==> src/hdl/scrp_ram.sv <==
`timescale 1ns / 1ps
`default_nettype none
// ----------------------------------------------------------------------------
// scrp_ram
// Simple dual-port RAM: one write port, one read port, registered read data.
// ----------------------------------------------------------------------------
module scrp_ram #(
  parameter int WIDTH = 8,
  parameter int DEPTH = 2
) (
  input  wire logic                     clk,
  input  wire logic                     we,
  input  wire logic [$clog2(DEPTH)-1:0] waddr,
  input  wire logic [WIDTH-1:0]         wdata,
  input  wire logic                     re,
  input  wire logic [$clog2(DEPTH)-1:0] raddr,
  output      logic [WIDTH-1:0]         rdata
);

  logic [WIDTH-1:0] mem [DEPTH];

  always_ff @(posedge clk) begin
    if (we) begin
      mem[waddr] <= wdata;
    end
    if (re) begin
      rdata <= mem[raddr];
    end
  end

endmodule
`default_nettype wire

==> config.mk <==
export PLATFORM = sky130hd
export DESIGN_NAME = scrp_ram
export DESIGN_NICKNAME = d
export VERILOG_FILES = /design/src/hdl/scrp_ram.sv
export SDC_FILE = /design/constraint.sdc
export NUM_CORES = 1
export LEC_CHECK = 0
export BUFFER_PORTS_ARGS = -buffer_cell sky130_fd_sc_hd__buf_2
export CAP_MARGIN = 10
export CORE_ASPECT_RATIO = 0.6
export CORE_UTILIZATION = 30
export DETAILED_ROUTE_END_ITERATION = 16
export PLACE_DENSITY_LB_ADDON = 0.2
export SYNTH_ARGS = -nofsm -noshare
export SYNTH_HDL_FRONTEND = slang
export SYNTH_SLANG_ARGS = --single-unit
==> constraint.sdc <==
create_clock -name clk -period 0.97 [get_ports clk]
set_input_delay 0.0485 -clock clk [delete_from_list [all_inputs] [get_ports clk]]
set_output_delay 0.0485 -clock clk [all_outputs]
set_load 0.005 [all_outputs]
* Word-level counts from Yosys, hierarchy flattened *
Memories as Yosys holds them, arrays and structs flattened. A register that Yosys moved wholly into a read port is not among the register bits.
Index checks and enable logic that the tools add are counted.

storage, ports and cells
  bits in registers = 0
  bits in latches = 0
  bits in writable memories = 16
  ROM bits = 0
  bits of input ports = 13
  output and inout port bits = 8
  logic and storage cells = 3
  memories = 1

cells by class
  $add $sub $neg = 0
  $mul = 0
  divide/modulo/power cells = 0
  order comparisons = 0
  eq/ne operators = 0
  shift-type cells = 0
  muxes and demuxes = 2
  bitwise gates (word level) = 0
  reduce and logical (&&, ||, !) cells = 0

memory list
  memory  words  width  read ports  clocked after memory_dff  wr ports  line  source
  mem     2      8      1           1                         1         20    logic [WIDTH-1:0] mem [DEPTH];

operators with widths
  operator  count
  $mux 1    2

* Logic depth before layout (Yosys ltp) *
Gate-level depths: netlist of the first run.

  word-level depth = 2
  mapped depth = 2
  mapped depth without buffers = 1

* Worst setup path before layout of the first run *
Ideal clock, no wire load.

  path kind = reg2reg
  start point = mem mem[0][0]
  end point = reg rdata[0], read port of mem, data pin
  library setup time = 0.260 ns
  arrival time = 0.590 ns
  data required time = 0.710 ns
  slack = 0.120 ns
  cell stages (with the launch flop) = 2
  path buffers = 0
  clock period less this slack = 0.850 ns
  cell sequence = edfxtp_1 > mux2_4

RTL lines
  what             line  source
  start, declared  20
  end, declared    17    output logic [WIDTH-1:0] rdata

No word-level cell between the ends.

* Final worst setup path of the first run *
  start point = mem mem[0][4]
  end point = reg rdata[4], read port of mem, data pin

No word-level cell between the ends.

==> results of run 1 <==
==> path summary, 6_finish.rpt <==
path                                 from  endpoint  slack (ns)
worst max-delay path            mem[0][4]  rdata[4]        0.07
worst min-delay path                   re  rdata[2]        0.13
worst max register to register  mem[0][4]  rdata[4]        0.07
worst min register to register  mem[1][4]  rdata[4]        0.56
==> sequential cells by signal, indices dropped and copies added (netlist names) <==
register / flops
mem: 16
rdata: 8
==> per-stage QoR <==
| stage | std cells | worst slack, ns |
|---|---|---|
| after CTS | 100 | 0.06667 |
| after detailed placement | 88 | 0.07634 |
| after floorplan | 35 | 0.1196 |
| after global routing | 100 | 0.03668 |
| final | 100 | 0.06865 |
| after global placement | 88 | 0.06818 |
==> layer usage <==
metal | up-vias | global-route usage, % | share of wire [%]
met2 | 19 | 10.48 | 38
met5 | - | 0 | 0
met1 | 184 | 12.22 | 51
met3 | 0 | 6.512 | 11
met4 | 0 | 2.400 | 0
li1 | 201 | - | -
==> cells in the mapped netlist <==
cell	instances	area, um2
mux2_4	8	120.1
buf_6	1	11.26
and2_1	1	6.260
edfxtp_1	24	720.7
nor2b_1	1	6.260
==> area by class of cell <==
class                           instances  share of cell area (%)
Multi-Input combinational cell         10                   11.43
Tap cell                               32                   3.452
Timing Repair Buffer                   30                   16.83
Clock inverter                          1                   2.589
Clock buffer                            3                   3.560
Sequential cell                        24                   62.14
==> power breakdown <==
group          switching, W  internal (W)  total (W)  leakage [nW]
sequential        0.0000174       0.00122    0.00124         0.228
combinational     0.0000618      0.000105   0.000166         0.193
clock              0.000305      0.000551   0.000856        0.0357
total              0.000384       0.00188    0.00226         0.457
==> cell families (layout without fill, tap and decap cells) <==
family / Yosys count / after routing / share of synthesized area, %
AND/OR/NAND/NOR: 2 / 2 / 1.448
multiplexers: 8 / 8 / 13.89
flip-flops: 24 / 24 / 83.36
buffers and inverters: 1 / 34 / 1.302
==> results_dict.tcl, run 1 <==
set metrics [dict create \
    power_density_nw_per_um2 1951 \
    yosys_warnings 0 \
    worst_pin_slew_ns 0.2472 \
    synth_area_um2 864.6 \
    core_area_um2 2610 \
    gp_congestion 0.6176 \
    grt_max_degree 15 \
    ys_seq_elements 24 \
    cpPeakStageDelay_ns 0.39 \
    multi_input_area_um2 132.6 \
    min_period_over_period_pct 92.92 \
    antenna_left 0 \
    rows 14 \
    num_io_pins 21 \
    vias_per_cell 4.040 \
    track_usage_pct 8.804 \
    slew_viol_final 0 \
    worst-path-buf-inv 0 \
    drive_gt1_share_pct 50.00 \
    final_cell_mix "edfxtp_1 (24), buf_2 (20), mux2_4 (8), dlygate4sd3_1 (8), clkbuf_8 (3)" \
    hold_class "in -> reg" \
    drt-initial-drc-count 35 \
    setup_viol 0 \
    drv_cap 0 \
    antenna_found_initial 0 \
    rsz0062_at_grt "no" \
    min_period_ns 0.9014 \
    drc 3 \
    synthToLayoutAreaGrowth_pct 34.15 \
    max_clock_freq_mhz 1109 \
    mostFrequentLayoutCell "edfxtp_1" \
    finalPower_w 0.002263 \
    n_fill_cell 240 \
    grt_pass1_vias 374 \
    path_class "reg -> reg" \
    synth_cell_type_count 5 \
    crit_family "flip-flops" \
    hold-path-cell-count 1 \
    ctsResizeCount 0 \
    finalSetupTns_ns 0 \
    cts-root-buf "clkbuf_8" \
    cp.arrival_ns 0.92 \
    start_util_pct 33.13 \
    finalInstanceArea_um2 1160 \
    via_count 404 \
    dpl-instance-area_um2 1008 \
    outcome "finished, violations left" \
    p_leak_nw 0.4571 \
    clkSinkCount 24 \
    clk_path_buf_depth 2 \
    yosysSeqAreaShare_pct 83.36 \
    hold_viol 0 \
    finalNetCount 82 \
    clkTransAtPathRegs_ns 0.08 \
    slew_headroom_pct 83.52 \
    die_area_um2 3108 \
    drt-total-wl_um 1163 \
    slowest_stage "edfxtp_1" \
    cts_setup_buffers 0 \
    diodes 0 \
    clkLatencyLatePin_ns 0.26 \
    syn_inst 35 \
    clock_skew_ns 0.004369 \
    synth_nets 48 \
    wire_per_inst_um 11.63 \
    seq_area_um2 720.7 \
    cp_max_fo 1 \
    fin_util_pct 44.44 \
    cp_cell_sequence "mux2_4" \
    grt_first_pass_wirelength_um 1876 \
    cp.required_ns 0.99 \
    holdWs_ns 0.1252 \
    die_y_um 43.59 \
    violations "design-rule violations" \
    first_pass_iters 9 \
    htree_levels 1 \
    numPortBuffers 20 \
    dieWidth_um 71.31 \
    cp-start-kind "flop" \
    r2r_cells 1 \
    path_depth 1 \
    numCtsBuffers 3 \
    cp-end-kind "flop" \
    syn_area_per_cell_um2 24.70 \
    grt_overflow 0 \
    max-vdd-ir-drop_mv 0.7624 \
    cts_tree "done" \
    cts_hold_buf 8 \
]
No activity file was read; power rests on OpenSTA's default activity.
==> inputs of run 2 (changes only) <==
Settings changed: BUFFER_PORTS_ARGS -buffer_cell sky130_fd_sc_hd__buf_2 to default, DONT_BUFFER_PORTS from default to 1, GPL_TIMING_DRIVEN from default to 1, SKIP_CTS_REPAIR_TIMING from default to 1.
==> results_dict.tcl, run 2 (synthesis gave the netlist of run 1 again) <==
set metrics [dict create \
    num_io_pins 21 \
    multi_input_area_um2 132.6 \
    drt-initial-drc-count 31 \
    vias_per_cell 4.238 \
    diodes 0 \
    wire_per_inst_um 13.99 \
    hold_class "in -> reg" \
    clkTransAtPathRegs_ns 0.08 \
    numPortBuffers 0 \
    min_period_over_period_pct 93.04 \
    finalNetCount 62 \
    synthToLayoutAreaGrowth_pct 22.87 \
    setup_ws_ns 0.06752 \
    via_count 339 \
    wl_met2_um 479 \
    cp.arrival_ns 0.91 \
    drive_gt1_share_pct 27.08 \
    clkLatencyLatePin_ns 0.26 \
    path_class "reg -> reg" \
    seq_area_um2 720.7 \
    outcome "finished, violations left" \
    final_cell_mix "edfxtp_1 (24), dlygate4sd3_1 (9), mux2_4 (8)" \
    numCtsBuffers 3 \
    first_pass_iters 9 \
    drt-total-wl_um 1119 \
    violations "design-rule violations" \
    grt_pass1_vias 345 \
    slew_headroom_pct 74.65 \
    cpPeakStageDelay_ns 0.37 \
    mostFrequentLayoutCell "edfxtp_1" \
    finalSetupTns_ns 0 \
    worst_pin_slew_ns 0.3803 \
    core_area_um2 2610 \
    rows 14 \
    dpl_worst_slack_ns 0.07295 \
    max_clock_freq_mhz 1108 \
    min_period_ns 0.9025 \
    grt_first_pass_wirelength_um 1649 \
    dieWidth_um 71.31 \
    clock_skew_ns 0.003933 \
    antenna_found_initial 0 \
    worst-path-buf-inv 0 \
    rsz0062_at_grt "no" \
    crit_family "flip-flops" \
    die_area_um2 3108 \
    cp.required_ns 0.98 \
    slew_viol_final 0 \
    die_y_um 43.59 \
    drc 3 \
    slowest_stage "edfxtp_1" \
    cp_max_fo 1 \
    grt_overflow 0 \
    cp-end-kind "flop" \
    grt_max_degree 15 \
    power_density_nw_per_um2 2065 \
    antenna_left 0 \
    gp_congestion 0.5879 \
    htree_levels 1 \
    highest-signal-layer "met4" \
    clk_path_buf_depth 2 \
    cts-root-buf "clkbuf_8" \
    regMostFlops "mem" \
    cts_tree "done" \
    cp-start-kind "flop" \
    start_util_pct 33.13 \
    largest_reg_flops 16 \
    drv_cap 0 \
    reg_top3 "mem (16), rdata (8)" \
    wl_met3_um 112 \
    clkSinkCount 24 \
    max-vdd-ir-drop_mv 0.9314 \
    wirelength_met1_um 517 \
    hold_viol 0 \
    p_leak_nw 0.3774 \
    cp_cell_sequence "mux2_4" \
    track_usage_pct 7.988 \
    setup_viol 0 \
    n_fill_cell 233 \
]
-- run 2: cell types whose count changed in the layout (fill, tap and decap cells not counted), sizes merged --
cell	delta
buf	-21
dlygate4sd3	+1
-- run 2: per-layer routing --
layer  global-route usage, %  vias up
li1                        -      162
met1                   7.879      160
met2                   11.43       15
met3                   7.674        2
met4                   3.600        0
met5                       0        -
-- run 2: per-stage QoR --
stage | instance area, um2 | hold slack [ns] | cells | total power [W] | utilization (%)
after floorplan | 864.6 | 0.1474 | 35 | 0.001337 | -
after global placement | 900.9 | 0.1475 | 67 | 0.001344 | 34.52
after detailed placement | 900.9 | 0.1474 | 67 | 0.001349 | 34.52
after CTS | 972.2 | -0.1264 | 71 | 0.002183 | 37.25
after global routing | 1062 | 0.003264 | 80 | 0.002292 | 40.70
final | 1062 | 0.02059 | 80 | 0.002194 | 40.70
-- run 2: final cells by class --
cell class | instances | share of cell area [%]
clock inverter | 1 | 2.827
clock buffer | 3 | 3.887
tap | 32 | 3.769
multi-input combinational | 10 | 12.49
timing repair buffer | 10 | 9.187
sequential | 24 | 67.84
-- run 2: final timing paths --
check	startpoint	endpoint	slack, ns	cells after the start
hold reg to reg	mem[1][3]	rdata[3]	0.56	1
setup reg to reg	mem[0][2]	rdata[2]	0.07	1
hold / removal	raddr	rdata[3]	0.02	1
setup / recovery	mem[0][2]	rdata[2]	0.07	1
-- run 2: report_power, final --
part | total [W] | switching, W | internal [W] | leakage (nW)
Sequential | 0.00125 | 0.0000244 | 0.00122 | 0.228
Combinational | 0.000110 | 0.0000359 | 0.0000738 | 0.113
Clock | 0.000835 | 0.000284 | 0.000550 | 0.0357
==> inputs of run 3 (changes only) <==
Settings changed: ABC_CLOCK_PERIOD_IN_PS from default to 970, SETUP_SLACK_MARGIN from default to 0.2.
==> results_dict.tcl, run 3 (synthesis gave the netlist of run 1 again) <==
set metrics [dict create \
    grt_first_pass_wirelength_um 1690 \
    min_period_over_period_pct 92.86 \
    numPortBuffers 0 \
    hold_class "in -> reg" \
    cpPeakStageDelay_ns 0.37 \
    cp-start-kind "flop" \
    min_period_ns 0.9007 \
    clock_skew_ns 0.005203 \
    htree_levels 1 \
    power_density_nw_per_um2 2092 \
    finalNetCount 60 \
    fin_util_pct 40.12 \
    slew_headroom_pct 71.43 \
    drt-initial-drc-count 51 \
    drv_cap 0 \
    rsz0062_at_grt "yes" \
    finalPower_w 0.002191 \
    via_count 338 \
    antenna_left 0 \
    first_pass_iters 9 \
    cp_cell_sequence "mux2_4" \
    finalSetupTns_ns 0 \
    holdWs_ns -0.1018 \
    final_cell_mix "edfxtp_1 (24), mux2_4 (8), dlygate4sd3_1 (8)" \
    clk_path_buf_depth 2 \
    regMostFlops "mem" \
    antenna_found_initial 0 \
    max-vdd-ir-drop_mv 0.4903 \
    gp_congestion 0.6102 \
    cts-root-buf "clkbuf_8" \
    worst-path-buf-inv 0 \
    core_area_um2 2610 \
    outcome "finished, violations left" \
    worst_pin_slew_ns 0.4266 \
    hold_viol 8 \
    num_io_pins 21 \
    violations "design-rule violations, negative hold slack" \
    vias_per_cell 4.333 \
    p_leak_nw 0.3691 \
    grt_max_degree 15 \
    path_class "reg -> reg" \
    cp_max_fo 1 \
    die_area_um2 3108 \
    clkLatencyLatePin_ns 0.26 \
    cts_tree "done" \
    dpl-instance-area_um2 895.9 \
    wire_per_inst_um 14.74 \
    setup_viol 0 \
    reg_top3 "mem (16), rdata (8)" \
    drive_gt1_share_pct 28.26 \
    grt_pass1_vias 325 \
    drc 2 \
    start_util_pct 33.13 \
    rows 14 \
    largest_reg_flops 16 \
    drt-total-wl_um 1150 \
    cp.arrival_ns 0.91 \
    diodes 0 \
    max_clock_freq_mhz 1110 \
    finalInstanceArea_um2 1047 \
    slew_viol_final 0 \
    cp.required_ns 0.98 \
    synthToLayoutAreaGrowth_pct 21.13 \
    track_usage_pct 8.117 \
    clkSinkCount 24 \
    grt_overflow 0 \
    mostFrequentLayoutCell "edfxtp_1" \
    numCtsBuffers 3 \
    rrSetupSlack_ns 0.07 \
    slowest_stage "edfxtp_1" \
    crit_family "flip-flops" \
    dieWidth_um 71.31 \
    cp-end-kind "flop" \
    clkTransAtPathRegs_ns 0.08 \
    die_y_um 43.59 \
]
run 3: cell type report:
cell class	count	area (um2)
fillers	224	1563
flip-flops and latches	24	720.7
multi-input cells	10	135.1
repair buffers	8	80.08
clock buffers	3	41.29
well taps	32	40.04
clock inverters	1	30.03
run 3: final timing paths:
check                  from  endpoint  cells past startpoint
setup reg to reg  mem[0][5]  rdata[5]                      1
hold reg to reg   mem[1][1]  rdata[1]                      1
hold / removal           re  rdata[3]                      0
setup / recovery  mem[0][5]  rdata[5]                      1
run 3: power by group:
part | switching, W | internal [W] | total [W]
registers | 0.0000249 | 0.00123 | 0.00125
clock network | 0.000289 | 0.000551 | 0.000840
logic | 0.0000315 | 0.0000691 | 0.000101
total | 0.000346 | 0.00185 | 0.00219
run 3: through the flow:
step	cells	setup slack [ns]
after global placement	66	0.09234
after detailed placement	66	0.07676
after CTS	70	0.06570
after floorplan	35	0.1196
after global routing	78	0.03958
final	78	0.06926
run 3: layer usage:
layer / wire length [um] / global-route usage (%)
met1: 497 / 8.563
met2: 486 / 11.43
met3: 139 / 6.512
met4: 27 / 4.800
met5: 0 / 0
