File: src/hdl/scrp_pkg.sv
`timescale 1ns / 1ps
`default_nettype none
// ----------------------------------------------------------------------------
// scrp_pkg
// Shared sizes, codes, entry types and pointer helpers for the ring pair.
// ----------------------------------------------------------------------------
package scrp_pkg;

  localparam int SUB_DEPTH  = 256;
  localparam int COMP_DEPTH = 512;

  localparam int SUB_PTR_W   = $clog2(2 * SUB_DEPTH);
  localparam int SUB_SLOT_W  = $clog2(SUB_DEPTH);
  localparam int SUB_CNT_W   = $clog2(SUB_DEPTH + 1);
  localparam int COMP_PTR_W  = $clog2(2 * COMP_DEPTH);
  localparam int COMP_SLOT_W = $clog2(COMP_DEPTH);
  localparam int COMP_CNT_W  = $clog2(COMP_DEPTH + 1);

  localparam int KIND_W  = 2;
  localparam int OP_W    = 8;
  localparam int LEN_W   = 32;
  localparam int TAG_W   = 64;
  localparam int CNT_W   = 9;
  localparam int RES_W   = 32;
  localparam int LIMIT_W = 9;
  localparam int LIM_CMP_W = (SUB_CNT_W > LIMIT_W) ? SUB_CNT_W : LIMIT_W;

  localparam logic [CNT_W-1:0]   DRAIN_MAX   = CNT_W'(256);
  localparam logic [LIMIT_W-1:0] LIMIT_RESET = LIMIT_W'(256);

  localparam int APB_ADDR_W = 3;
  localparam int APB_DATA_W = 32;
  localparam int REG_IDX_W  = APB_ADDR_W - 2;
  localparam logic [REG_IDX_W-1:0] REG_QUEUE_LIMIT = REG_IDX_W'(0);

  localparam logic [KIND_W-1:0] KIND_SUBMIT = 2'd0;
  localparam logic [KIND_W-1:0] KIND_ENTER  = 2'd1;
  localparam logic [KIND_W-1:0] KIND_PEEK   = 2'd2;
  localparam logic [KIND_W-1:0] KIND_SEEN   = 2'd3;

  localparam logic [OP_W-1:0] OP_READV       = 8'd1;
  localparam logic [OP_W-1:0] OP_WRITEV      = 8'd2;
  localparam logic [OP_W-1:0] OP_READ_FIXED  = 8'd4;
  localparam logic [OP_W-1:0] OP_WRITE_FIXED = 8'd5;
  localparam logic [OP_W-1:0] OP_POLL_ADD    = 8'd6;
  localparam logic [OP_W-1:0] OP_SENDMSG     = 8'd9;
  localparam logic [OP_W-1:0] OP_RECVMSG     = 8'd10;
  localparam logic [OP_W-1:0] OP_TIMEOUT     = 8'd11;
  localparam logic [OP_W-1:0] OP_ACCEPT      = 8'd13;
  localparam logic [OP_W-1:0] OP_OPENAT      = 8'd18;
  localparam logic [OP_W-1:0] OP_READ        = 8'd22;
  localparam logic [OP_W-1:0] OP_WRITE       = 8'd23;
  localparam logic [OP_W-1:0] OP_SEND        = 8'd26;
  localparam logic [OP_W-1:0] OP_RECV        = 8'd27;
  localparam logic [OP_W-1:0] OP_OPENAT2     = 8'd28;

  localparam logic [RES_W-1:0] RES_ACCEPT  = 32'd5;
  localparam logic [RES_W-1:0] RES_POLL    = 32'h0000_0001;
  localparam logic [RES_W-1:0] RES_TIMEOUT = 32'hFFFF_FFC2;
  localparam logic [RES_W-1:0] RES_OPEN    = 32'd6;

  localparam logic [SUB_PTR_W:0]  SUB_SPAN  = (SUB_PTR_W + 1)'(2 * SUB_DEPTH);
  localparam logic [COMP_PTR_W:0] COMP_SPAN = (COMP_PTR_W + 1)'(2 * COMP_DEPTH);

  typedef enum logic [1:0] {
    ST_IDLE,
    ST_PEEK,
    ST_DRAIN
  } state_t;

  typedef struct packed {
    logic [OP_W-1:0]  op_code;
    logic [LEN_W-1:0] byte_length;
    logic [TAG_W-1:0] tag;
  } sub_entry_t;

  typedef struct packed {
    logic [TAG_W-1:0] tag;
    logic [RES_W-1:0] result;
  } comp_entry_t;

  localparam int SUB_ENTRY_W  = $bits(sub_entry_t);
  localparam int COMP_ENTRY_W = $bits(comp_entry_t);

  typedef struct packed {
    logic                  we;
    logic [SUB_SLOT_W-1:0] waddr;
    sub_entry_t            wdata;
    logic                  re;
    logic [SUB_SLOT_W-1:0] raddr;
  } sub_ram_req_t;

  typedef struct packed {
    logic                   we;
    logic [COMP_SLOT_W-1:0] waddr;
    comp_entry_t            wdata;
    logic                   re;
    logic [COMP_SLOT_W-1:0] raddr;
  } comp_ram_req_t;

  typedef struct packed {
    logic                    accepted;
    logic [CNT_W-1:0]        drained;
    logic                    cqe_valid;
    logic [TAG_W-1:0]        cqe_tag;
    logic signed [RES_W-1:0] cqe_result;
  } rsp_t;

  function automatic logic [SUB_PTR_W-1:0] sub_next(input logic [SUB_PTR_W-1:0] p);
    return (p == SUB_PTR_W'(2 * SUB_DEPTH - 1)) ? '0 : p + 1'b1;
  endfunction

  function automatic logic [SUB_SLOT_W-1:0] sub_slot(input logic [SUB_PTR_W-1:0] p);
    logic [SUB_PTR_W-1:0] s;
    s = (p >= SUB_PTR_W'(SUB_DEPTH)) ? p - SUB_PTR_W'(SUB_DEPTH) : p;
    return s[SUB_SLOT_W-1:0];
  endfunction

  function automatic logic [SUB_CNT_W-1:0] sub_used(input logic [SUB_PTR_W-1:0] h,
                                                    input logic [SUB_PTR_W-1:0] t);
    logic [SUB_PTR_W:0] d;
    d = (t >= h) ? ({1'b0, t} - {1'b0, h}) : ({1'b0, t} + SUB_SPAN - {1'b0, h});
    return d[SUB_CNT_W-1:0];
  endfunction

  function automatic logic [COMP_PTR_W-1:0] comp_next(input logic [COMP_PTR_W-1:0] p);
    return (p == COMP_PTR_W'(2 * COMP_DEPTH - 1)) ? '0 : p + 1'b1;
  endfunction

  function automatic logic [COMP_SLOT_W-1:0] comp_slot(input logic [COMP_PTR_W-1:0] p);
    logic [COMP_PTR_W-1:0] s;
    s = (p >= COMP_PTR_W'(COMP_DEPTH)) ? p - COMP_PTR_W'(COMP_DEPTH) : p;
    return s[COMP_SLOT_W-1:0];
  endfunction

  function automatic logic [COMP_CNT_W-1:0] comp_used(input logic [COMP_PTR_W-1:0] h,
                                                      input logic [COMP_PTR_W-1:0] t);
    logic [COMP_PTR_W:0] d;
    d = (t >= h) ? ({1'b0, t} - {1'b0, h}) : ({1'b0, t} + COMP_SPAN - {1'b0, h});
    return d[COMP_CNT_W-1:0];
  endfunction

  function automatic logic [RES_W-1:0] result_for(input logic [OP_W-1:0]  op,
                                                  input logic [LEN_W-1:0] len);
    logic [RES_W-1:0] r;
    unique case (op)
      OP_READV, OP_WRITEV, OP_READ_FIXED, OP_WRITE_FIXED, OP_SENDMSG, OP_RECVMSG,
      OP_READ, OP_WRITE, OP_SEND, OP_RECV: r = len;
      OP_ACCEPT:             r = RES_ACCEPT;
      OP_POLL_ADD:           r = RES_POLL;
      OP_TIMEOUT:            r = RES_TIMEOUT;
      OP_OPENAT, OP_OPENAT2: r = RES_OPEN;
      default:               r = '0;
    endcase
    return r;
  endfunction

endpackage
`default_nettype wire

File: src/hdl/scrp_cfg.sv
`timescale 1ns / 1ps
`default_nettype none
// ----------------------------------------------------------------------------
// scrp_cfg
// APB register slave holding the submission queue limit.
// ----------------------------------------------------------------------------
module scrp_cfg import scrp_pkg::*; (
  input  wire logic                  clk,
  input  wire logic                  rst,
  input  wire logic                  psel,
  input  wire logic                  penable,
  input  wire logic                  pwrite,
  input  wire logic [APB_ADDR_W-1:0] paddr,
  input  wire logic [APB_DATA_W-1:0] pwdata,
  output      logic [APB_DATA_W-1:0] prdata,
  output      logic                  pready,
  output      logic [LIMIT_W-1:0]    queue_limit
);

  logic [REG_IDX_W-1:0] reg_idx;
  logic                 wr_en;

  assign pready  = 1'b1;
  assign reg_idx = paddr[APB_ADDR_W-1:2];
  assign wr_en   = psel && penable && pwrite && pready;

  always_ff @(posedge clk) begin
    if (rst) begin
      queue_limit <= LIMIT_RESET;
    end else if (wr_en && reg_idx == REG_QUEUE_LIMIT) begin
      queue_limit <= pwdata[LIMIT_W-1:0];
    end
  end

  assign prdata = (reg_idx == REG_QUEUE_LIMIT) ? APB_DATA_W'(queue_limit) : '0;

endmodule
`default_nettype wire

File: config.mk
export PLATFORM = sky130hd
export DESIGN_NAME = scrp_cfg
export DESIGN_NICKNAME = d
export VERILOG_FILES = /design/src/hdl/scrp_pkg.sv /design/src/hdl/scrp_cfg.sv
export SDC_FILE = /design/constraint.sdc
export NUM_CORES = 1
export LEC_CHECK = 0
export ABC_AREA = 1
export ABC_CLOCK_PERIOD_IN_PS = 800
export BUFFER_PORTS_ARGS = -buffer_cell sky130_fd_sc_hd__buf_2
export CAP_MARGIN = 20
export CELL_PAD_IN_SITES_DETAIL_PLACEMENT = 1
export CELL_PAD_IN_SITES_GLOBAL_PLACEMENT = 1
export CORE_MARGIN = 2
export CORE_UTILIZATION = 20
export DETAILED_ROUTE_END_ITERATION = 16
export GPL_TIMING_DRIVEN = 0
export PLACE_DENSITY = 0.77
export SYNTH_ARGS = -nofsm -noshare
export SYNTH_HDL_FRONTEND = slang
export SYNTH_SLANG_ARGS = --single-unit
export TNS_END_PERCENT = 100
File: constraint.sdc
create_clock -name clk -period 0.8 [get_ports clk]
set_input_delay 0.04 -clock clk [delete_from_list [all_inputs] [get_ports clk]]
set_output_delay 0.04 -clock clk [all_outputs]
set_load 0.02 [all_outputs]
# --- Word level (Yosys, flattened, before mapping) ---
# Cells that the tools add are included.
op_classes:
  n_addsub: 0
  mul: 0
  div_mod_pow: 0
  order_cmp: 0
  n_eq_ne: 0
  shifts: 0
  n_mux: 1
  bitwise_logic: 1
  reduce_logical: 3
ops:
  columns: ["operator", "count"]
  rows:
  - ["9-bit 2-to-1 mux", 1]
  - ["1-bit logical AND", 3]
  - ["1-bit NOT", 1]
word_totals:
  regBits: 9
  latchBits: 0
  ramBits: 0
  rom_bits: 0
  in_bits: 40
  word_cells: 6
  n_memories: 0

# --- Logic depth before layout (Yosys ltp) ---
# Gate-level depths: netlist (run 1).
depth:
  ltp_word: 3
  mapped_depth: 5
  mapped_depth_nobuf: 5

# --- Worst setup path after synthesis (run 1) ---
# OpenSTA, ideal clock, no wires.
synth_path:
  path_type: "reg2out"
  startpoint: "register queue_limit[0]"
  endpoint: "output port prdata[0]"
  arrival_ns: 0.782
  path_slack_ns: -0.022
  path_stages_with_launch: 3
  path_buffers: 0
  path_cell_list: "dfxtp_1 inv_1 nor2_1"
synth_between:
  elab_chain_cells: 1
synth_rtl:
  columns: ["item", "line_no", "rtl"]
  rows:
  - ["start: declaration", "scrp_cfg.sv:17", "output logic [LIMIT_W-1:0] queue_limit"]
  - ["start signal: assignment", "scrp_cfg.sv:31", "queue_limit <= pwdata[LIMIT_W-1:0];"]
  - ["9-bit 2-to-1 mux", "scrp_cfg.sv:35", "assign prdata = (reg_idx == REG_QUEUE_LIMIT) ? APB_DATA_W'(queue_limit) : '0;"]
  - ["end: declaration", "scrp_cfg.sv:15", "output logic [APB_DATA_W-1:0] prdata,"]
# Every way passes these cells.

# --- Worst setup path after layout (run 1) ---
layout_path:
  startpoint: "register queue_limit[6]"
  endpoint: "output port prdata[6]"
# The elaborated chain is that of the path after synthesis.

==> results of run 1 <==
## path summary, 6_finish.rpt
check                   endpoint  slack (ps)  cells past startpoint           start
setup / recovery       prdata[6]        -110                      3  queue_limit[6]
hold / removal    queue_limit[6]          90                      5       pwdata[6]
setup reg to reg  queue_limit[8]         200                      2  queue_limit[8]
hold reg to reg   queue_limit[5]         490                      2  queue_limit[5]
## layer usage
metal,up-vias,GRT usage
met5,-,0
met4,0,0.03261
met3,0,0.03169
met2,35,0.1380
met1,301,0.09667
li1,375,-
## cell type report
cell class / instances / share of cell area
multi-input combinational: 72 / 0.2957
tap: 46 / 0.04894
buffer: 25 / 0.1628
clock buffer: 4 / 0.02234
inverter: 21 / 0.08936
sequential: 9 / 0.1628
timing repair buffer: 34 / 0.2181
## through the flow
step | cells | hold WS [ps]
2_1_floorplan | 127 | 166.2
3_3_place_gp | 205 | 254.3
3_5_place_dp | 205 | 261.9
4_1_cts | 210 | 81.84
5_1_grt | 211 | 125.2
6_report | 211 | 86.68
## repair_timing
item,4_1_cts,5_1_grt
pin swaps,0,2
endpoints found under the setup margin,18,18
gates resized for setup,22,18
hold buffers,1,0
buffers inserted,0,1
endpoints found under the hold margin,1,0
## layout by cell type (no fill, tap or decap), drive strengths merged, types with 4 or more instances in the layout
cell    count
nand3       9
clkbuf      4
nor2       27
conb       24
dfxtp       9
nand2      11
buf        58
inv        20
## worst min-delay path, cell delays in order
cell                      delay, ps
sky130_fd_sc_hd__buf_2           80
sky130_fd_sc_hd__inv_1           40
sky130_fd_sc_hd__nand3_2         50
sky130_fd_sc_hd__nand2_1         40
sky130_fd_sc_hd__nor2_1          70
## report_power, final
part | switching (µW) | internal, µW
logic | 256 | 207
clock network | 159 | 192
registers | 13.5 | 467
total | 429 | 867
## cell families after synthesis
logic type / synth area share
and+or+nand+nor: 0.3200
AOI/OAI and AO/OA: 0.006950
buffers and inverters: 0.4122
DFF: 0.2504
other: 0.01044
==> run_results.csv, run 1 <==
group,metric,value,unit
grt,grt_usage,0.08349,
power,p_total,1295,µW
sta,fraction_of_the_cycle_the_final_worst_path_needs,1.139,
grt,grt_start_max_net_pins,11,
route,remaining_drc_errors,0,
route,postRouteAntennaNets,0,
route,top_signal_layer_used,"met3",
route,met2_length,788,µm
power,power.density_cell_area,1101,mW/mm²
finish,final_layout_size_suffix_gt1_frac,0.5455,
finish,largest_register_ff_count,9,
synth,synth_area_leaders,"sky130_fd_sc_hd__dfxtp_1 25%, sky130_fd_sc_hd__buf_4 25%, sky130_fd_sc_hd__nor2_1 13%",
placement,gp_congestion,0.6184,
power,irDropWorstVdd,0.2693,mV
sta,clock-skew-final,0,ps
synth,synth-seq-area-share,0.2504,
finish,fillCellCount,423,
sta,finalCriticalPeriod,911.0,ps
synth,yosys.area.top_type,"sky130_fd_sc_hd__dfxtp_1",
worst_setup_path,worst_path_cell_chain,"inv_2, nor2_2, buf_6",
sta,finalSetupViolations,10,
worst_setup_path,cpLargestDelayFamily,"flip-flops",
sta,clock.fmax,1098,MHz
cts,root_buffer_selected_by_cts,"sky130_fd_sc_hd__clkbuf_4",
synth,number_of_standard_cells_after_synthesis,105,
synth,synthesis.area,719.4,µm²
cts,clk_pin_slew_worst_paths,60,ps
cts,tritoncts.num_buffers,3,
finish,finalCoreUtilization,0.3470,
worst_setup_path,critPathCaptureType,"output pin",
grt,grt_overflow_total,0,
synth,synth.lib_cells_used.distinct,14,
die,floorplan.rows,21,
grt,antenna_violations_before_repair,0,
finish,final-seq-area,191.4,µm²
worst_setup_path,path_class,"reg -> out",
placement,pre_cts_ws,17.06,ps
sta,final-max-slew-violation-count,0,
synth,count_of_yosys_warnings_during_synthesis,0,
synth,flops_latches_synth,9,
finish,regMostFlops,"queue_limit",
sta,timing.final.ws_setup,-111.0,ps
synth,synth.avg_cell_area,6.852,µm²
job,max-cap-violations,0,
worst_setup_path,crit_arrival,870,ps
cts,clock_tree_from_tritoncts,"done",
worst_setup_path,worst_ep_required_time,760,ps
die,design.die.area,0.004093,mm²
route,route.detailed.wl_per_inst,7.986,µm
hold_path,hp-class,"in -> reg",
die,core-area,0.003390,mm²
synth,netlist_top_cells_count,"25 x sky130_fd_sc_hd__nor2_1, 24 x sky130_fd_sc_hd__buf_4, 19 x sky130_fd_sc_hd__inv_1",
die,design.portCount,82,
synth,synth_top_area_frac,0.2504,
worst_setup_path,kind_of_start_point_of_the_critical_path,"register",
synth,synth-async-reset-ratio,0,
finish,multiInputGateArea,347.8,µm²
route,dr.first_iter.drc_count,5,
placement,dp_hpwl,1.294,mm
run_status,result_of_the_run,"finished with violations",
worst_setup_path,cp_num_buf_inv,2,
grt,grt_pass1_wl,2.635,mm
worst_setup_path,worstPathMaxFanout,3,
finish,nets,206,
finish,area.growth.synth_to_final,63.48,%
die,die_width,63.98,µm
power,power_leakage,0.0006707,µW
placement,post_dp_cell_area,0.001042,mm²
route,total_via_count_in_the_routed_design,711,
finish,antenna_cells_inserted,0,
route,vias_per_cell,3.370,
route,dr.pass1.iters,4,
route,drt_wl_total,1.685,mm
die,fp.dieH,63.98,µm
route,route.layer.met1.wl,739,µm
cts,clockBufferDepth,2,
worst_setup_path,slowest_cell_on_crit_path,"sky130_fd_sc_hd__dfxtp_2",
die,initial_cell_density_of_the_core,0.2123,
sta,setup_total_negative_slack,-877.9,ps
route,dr_wl_met3,157,µm
cts,numClockSinks,9,
synth,synth_ff_type,"sky130_fd_sc_hd__dfxtp_1",
synth,synth_edf_count,0,
cts,clk_latency,250,ps
run_status,violated_checks,"negative setup slack",
finish,final_area,0.001176,mm²
sta,rsz_0062_raised_after_global_routing,"true",
worst_setup_path,cpPeakStageDelay,350,ps
grt,grt_pass1_vias,636,
synth,most_frequently_used_cell_type_in_the_post_synthesis_netlist,"sky130_fd_sc_hd__nor2_1",
finish,biggestRegsByFlops,"queue_limit x9",
sta,final-hold-violation-count,0,
placement,port_buffers,32,
cts,clock_tree.htree_level_count,1,
No activity file was read; power rests on OpenSTA's default activity.
==> run 2, diff against run 1 <==
--- a/config.mk
+++ b/config.mk
@@ -6,16 +6,16 @@
 export NUM_CORES = 1
 export LEC_CHECK = 0
 export ABC_AREA = 1
-export ABC_CLOCK_PERIOD_IN_PS = 800
+export ABC_CLOCK_PERIOD_IN_PS = 1100
 export BUFFER_PORTS_ARGS = -buffer_cell sky130_fd_sc_hd__buf_2
 export CAP_MARGIN = 20
 export CELL_PAD_IN_SITES_DETAIL_PLACEMENT = 1
 export CELL_PAD_IN_SITES_GLOBAL_PLACEMENT = 1
 export CORE_MARGIN = 2
-export CORE_UTILIZATION = 20
+export CORE_UTILIZATION = 21
 export DETAILED_ROUTE_END_ITERATION = 16
 export GPL_TIMING_DRIVEN = 0
-export PLACE_DENSITY = 0.77
+export PLACE_DENSITY = 0.8
 export SYNTH_ARGS = -nofsm -noshare
 export SYNTH_HDL_FRONTEND = slang
 export SYNTH_SLANG_ARGS = --single-unit
==> constraint.sdc (replaced) <==
create_clock -name clk -period 1.1 [get_ports clk]
set_input_delay 0.055 -clock clk [delete_from_list [all_inputs] [get_ports clk]]
set_output_delay 0.055 -clock clk [all_outputs]
set_load 0.02 [all_outputs]
==> run_results.csv, run 2 (same netlist as run 1, synthesis figures left out) <==
group,metric,value,unit
run_status,result_of_the_run,"completed",
sta,final-max-slew-violation-count,0,
worst_setup_path,worst_r2r_startpoint,"queue_limit[6]",
power,irDropWorstVdd,0.2093,mV
route,total_via_count_in_the_routed_design,700,
cts,clk_pin_slew_worst_paths,70,ps
power,power_leakage,0.0006574,µW
grt,grt_pass1_wl,2.870,mm
cts,clock_tree.htree_level_count,1,
sta,timing.final.ws_setup,125.4,ps
worst_setup_path,worstSetupStartpoint,"queue_limit[3]",
route,drt_wl_total,1.686,mm
job,max-cap-violations,0,
grt,grt_overflow_total,0,
cts,root_buffer_selected_by_cts,"sky130_fd_sc_hd__clkbuf_4",
worst_setup_path,path_class,"reg -> out",
finish,nets,205,
worst_setup_path,worstPathMaxFanout,3,
finish,final_layout_size_suffix_gt1_frac,0.4085,
finish,regMostFlops,"queue_limit",
worst_setup_path,critPathCaptureType,"output pin",
power,share_seq_of_total_power,0.371,
die,design.die.area,0.003910,mm²
hold_path,hp-class,"in -> reg",
placement,pre_cts_ws,304.2,ps
die,die_width,62.53,µm
die,fp.dieH,62.53,µm
route,vias_per_cell,3.333,
grt,grt_usage,0.09198,
placement,port_buffers,32,
sta,clock-skew-final,0,ps
die,design.portCount,82,
cts,numClockSinks,9,
finish,largest_register_ff_count,9,
sta,setup_total_negative_slack,0,ps
worst_setup_path,crit_arrival,920,ps
die,initial_cell_density_of_the_core,0.2173,
power,power.density_cell_area,880.0,mW/mm²
cts,tritoncts.num_buffers,3,
die,floorplan.rows,21,
worst_setup_path,r2r_setup_slack,520,ps
route,dr.first_iter.drc_count,3,
sta,fraction_of_the_cycle_the_final_worst_path_needs,0.8860,
route,postRouteAntennaNets,0,
power,switching_share,0.3462,
placement,dp_hpwl,1.408,mm
cts,clk_latency,270,ps
sta,final-hold-violation-count,0,
finish,final_common_cell,"sky130_fd_sc_hd__buf_2",
finish,layout.cells.most_common_list,"32 x sky130_fd_sc_hd__buf_2, 25 x sky130_fd_sc_hd__nor2_1, 24 x sky130_fd_sc_hd__buf_4, 24 x sky130_fd_sc_hd__conb_1, 19 x sky130_fd_sc_hd__inv_1",
cts,buffers_inserted_during_post_cts_setup_optimization,0,
sta,clock.fmax,1026,MHz
sta,rsz_0062_raised_after_global_routing,"false",
worst_setup_path,worst_ep_required_time,1040,ps
placement,gp_congestion,0.6582,
power,switchingPower,321.7,µW
finish,antenna_cells_inserted,0,
route,remaining_drc_errors,0,
cts,clockBufferDepth,2,
route,dr.pass1.iters,4,
route,route.detailed.wl_per_inst,8.029,µm
grt,grt_start_max_net_pins,11,
power,power.share.clock,0.295,
cts,clock_tree_from_tritoncts,"done",
grt,grt_pass1_vias,652,
sta,finalSetupViolations,0,
finish,area.growth.synth_to_final,46.78,%
power,internal_power,607.5,µW
hold_path,worst_hold_startpoint,"pwdata[0]",
power,power.share.combinational,0.334,
grt,antenna_violations_before_repair,0,
sta,finalCriticalPeriod,974.6,ps
worst_setup_path,kind_of_start_point_of_the_critical_path,"register",
finish,biggestRegsByFlops,"queue_limit x9",
die,core-area,0.003311,mm²
run 2: changes by cell type in the layout (fill, tap and decap cells not counted), sizes merged:
| cell | previous run | this run |
|---|---|---|
| buf | 58 | 57 |
run 2: routing by layer:
layer,track usage,up-vias,share of wire
met1,0.09769,295,0.38
li1,-,371,-
met2,0.1586,30,0.51
met5,0,-,0
met3,0.02162,4,0.087
met4,0.06667,0,0.023
run 2: repair_timing:
item                                   4_1_cts  5_1_grt
endpoints found under the hold margin        1        0
hold buffers                                 1        0
gates resized for setup                      0        0
run 2: layout make-up:
class	instances	area (µm²)
fillers	460	2255
well taps	46	57.56
flip-flops and latches	9	180.2
inverters	21	105.1
clock buffers	4	26.28
plain buffers	25	191.4
multi-input cells	72	325.3
repair buffers	33	170.2
run 2: critical path, cell delays in order (launching register included):
cell and delay (ps):
sky130_fd_sc_hd__dfxtp_1 350, sky130_fd_sc_hd__inv_1 50, sky130_fd_sc_hd__nor2_1 80, sky130_fd_sc_hd__buf_2 170
run 2: final timing paths:
check | depth (start not counted) | endpoint
worst max-delay path | 3 | prdata[3]
worst min-delay path | 5 | queue_limit[0]
worst max register to register | 2 | queue_limit[6]
worst min register to register | 2 | queue_limit[8]
run 2: per-stage QoR:
step | hold WS (ps) | total power (µW) | instances | util | cell area [µm²]
after floorplan | 181.2 | 598.0 | 127 | - | 802.0
after global placement | 268.9 | 657.0 | 205 | 0.3080 | 1020
after detailed placement | 277.5 | 660.7 | 205 | 0.3080 | 1020
after CTS | 85.01 | 952.2 | 210 | 0.3190 | 1056
after global routing | 108.1 | 1001 | 210 | 0.3190 | 1056
final | 91.02 | 929.3 | 210 | 0.3190 | 1056
run 2: power by group through the flow:
stage	Clock, µW	Sequential (µW)	Combinational [µW]
4_1_cts	296	345	311
6_report	274	345	311
3_5_place_dp	0	353	308
3_3_place_gp	0	352	305
2_1_floorplan	0	366	232
5_1_grt	314	346	341
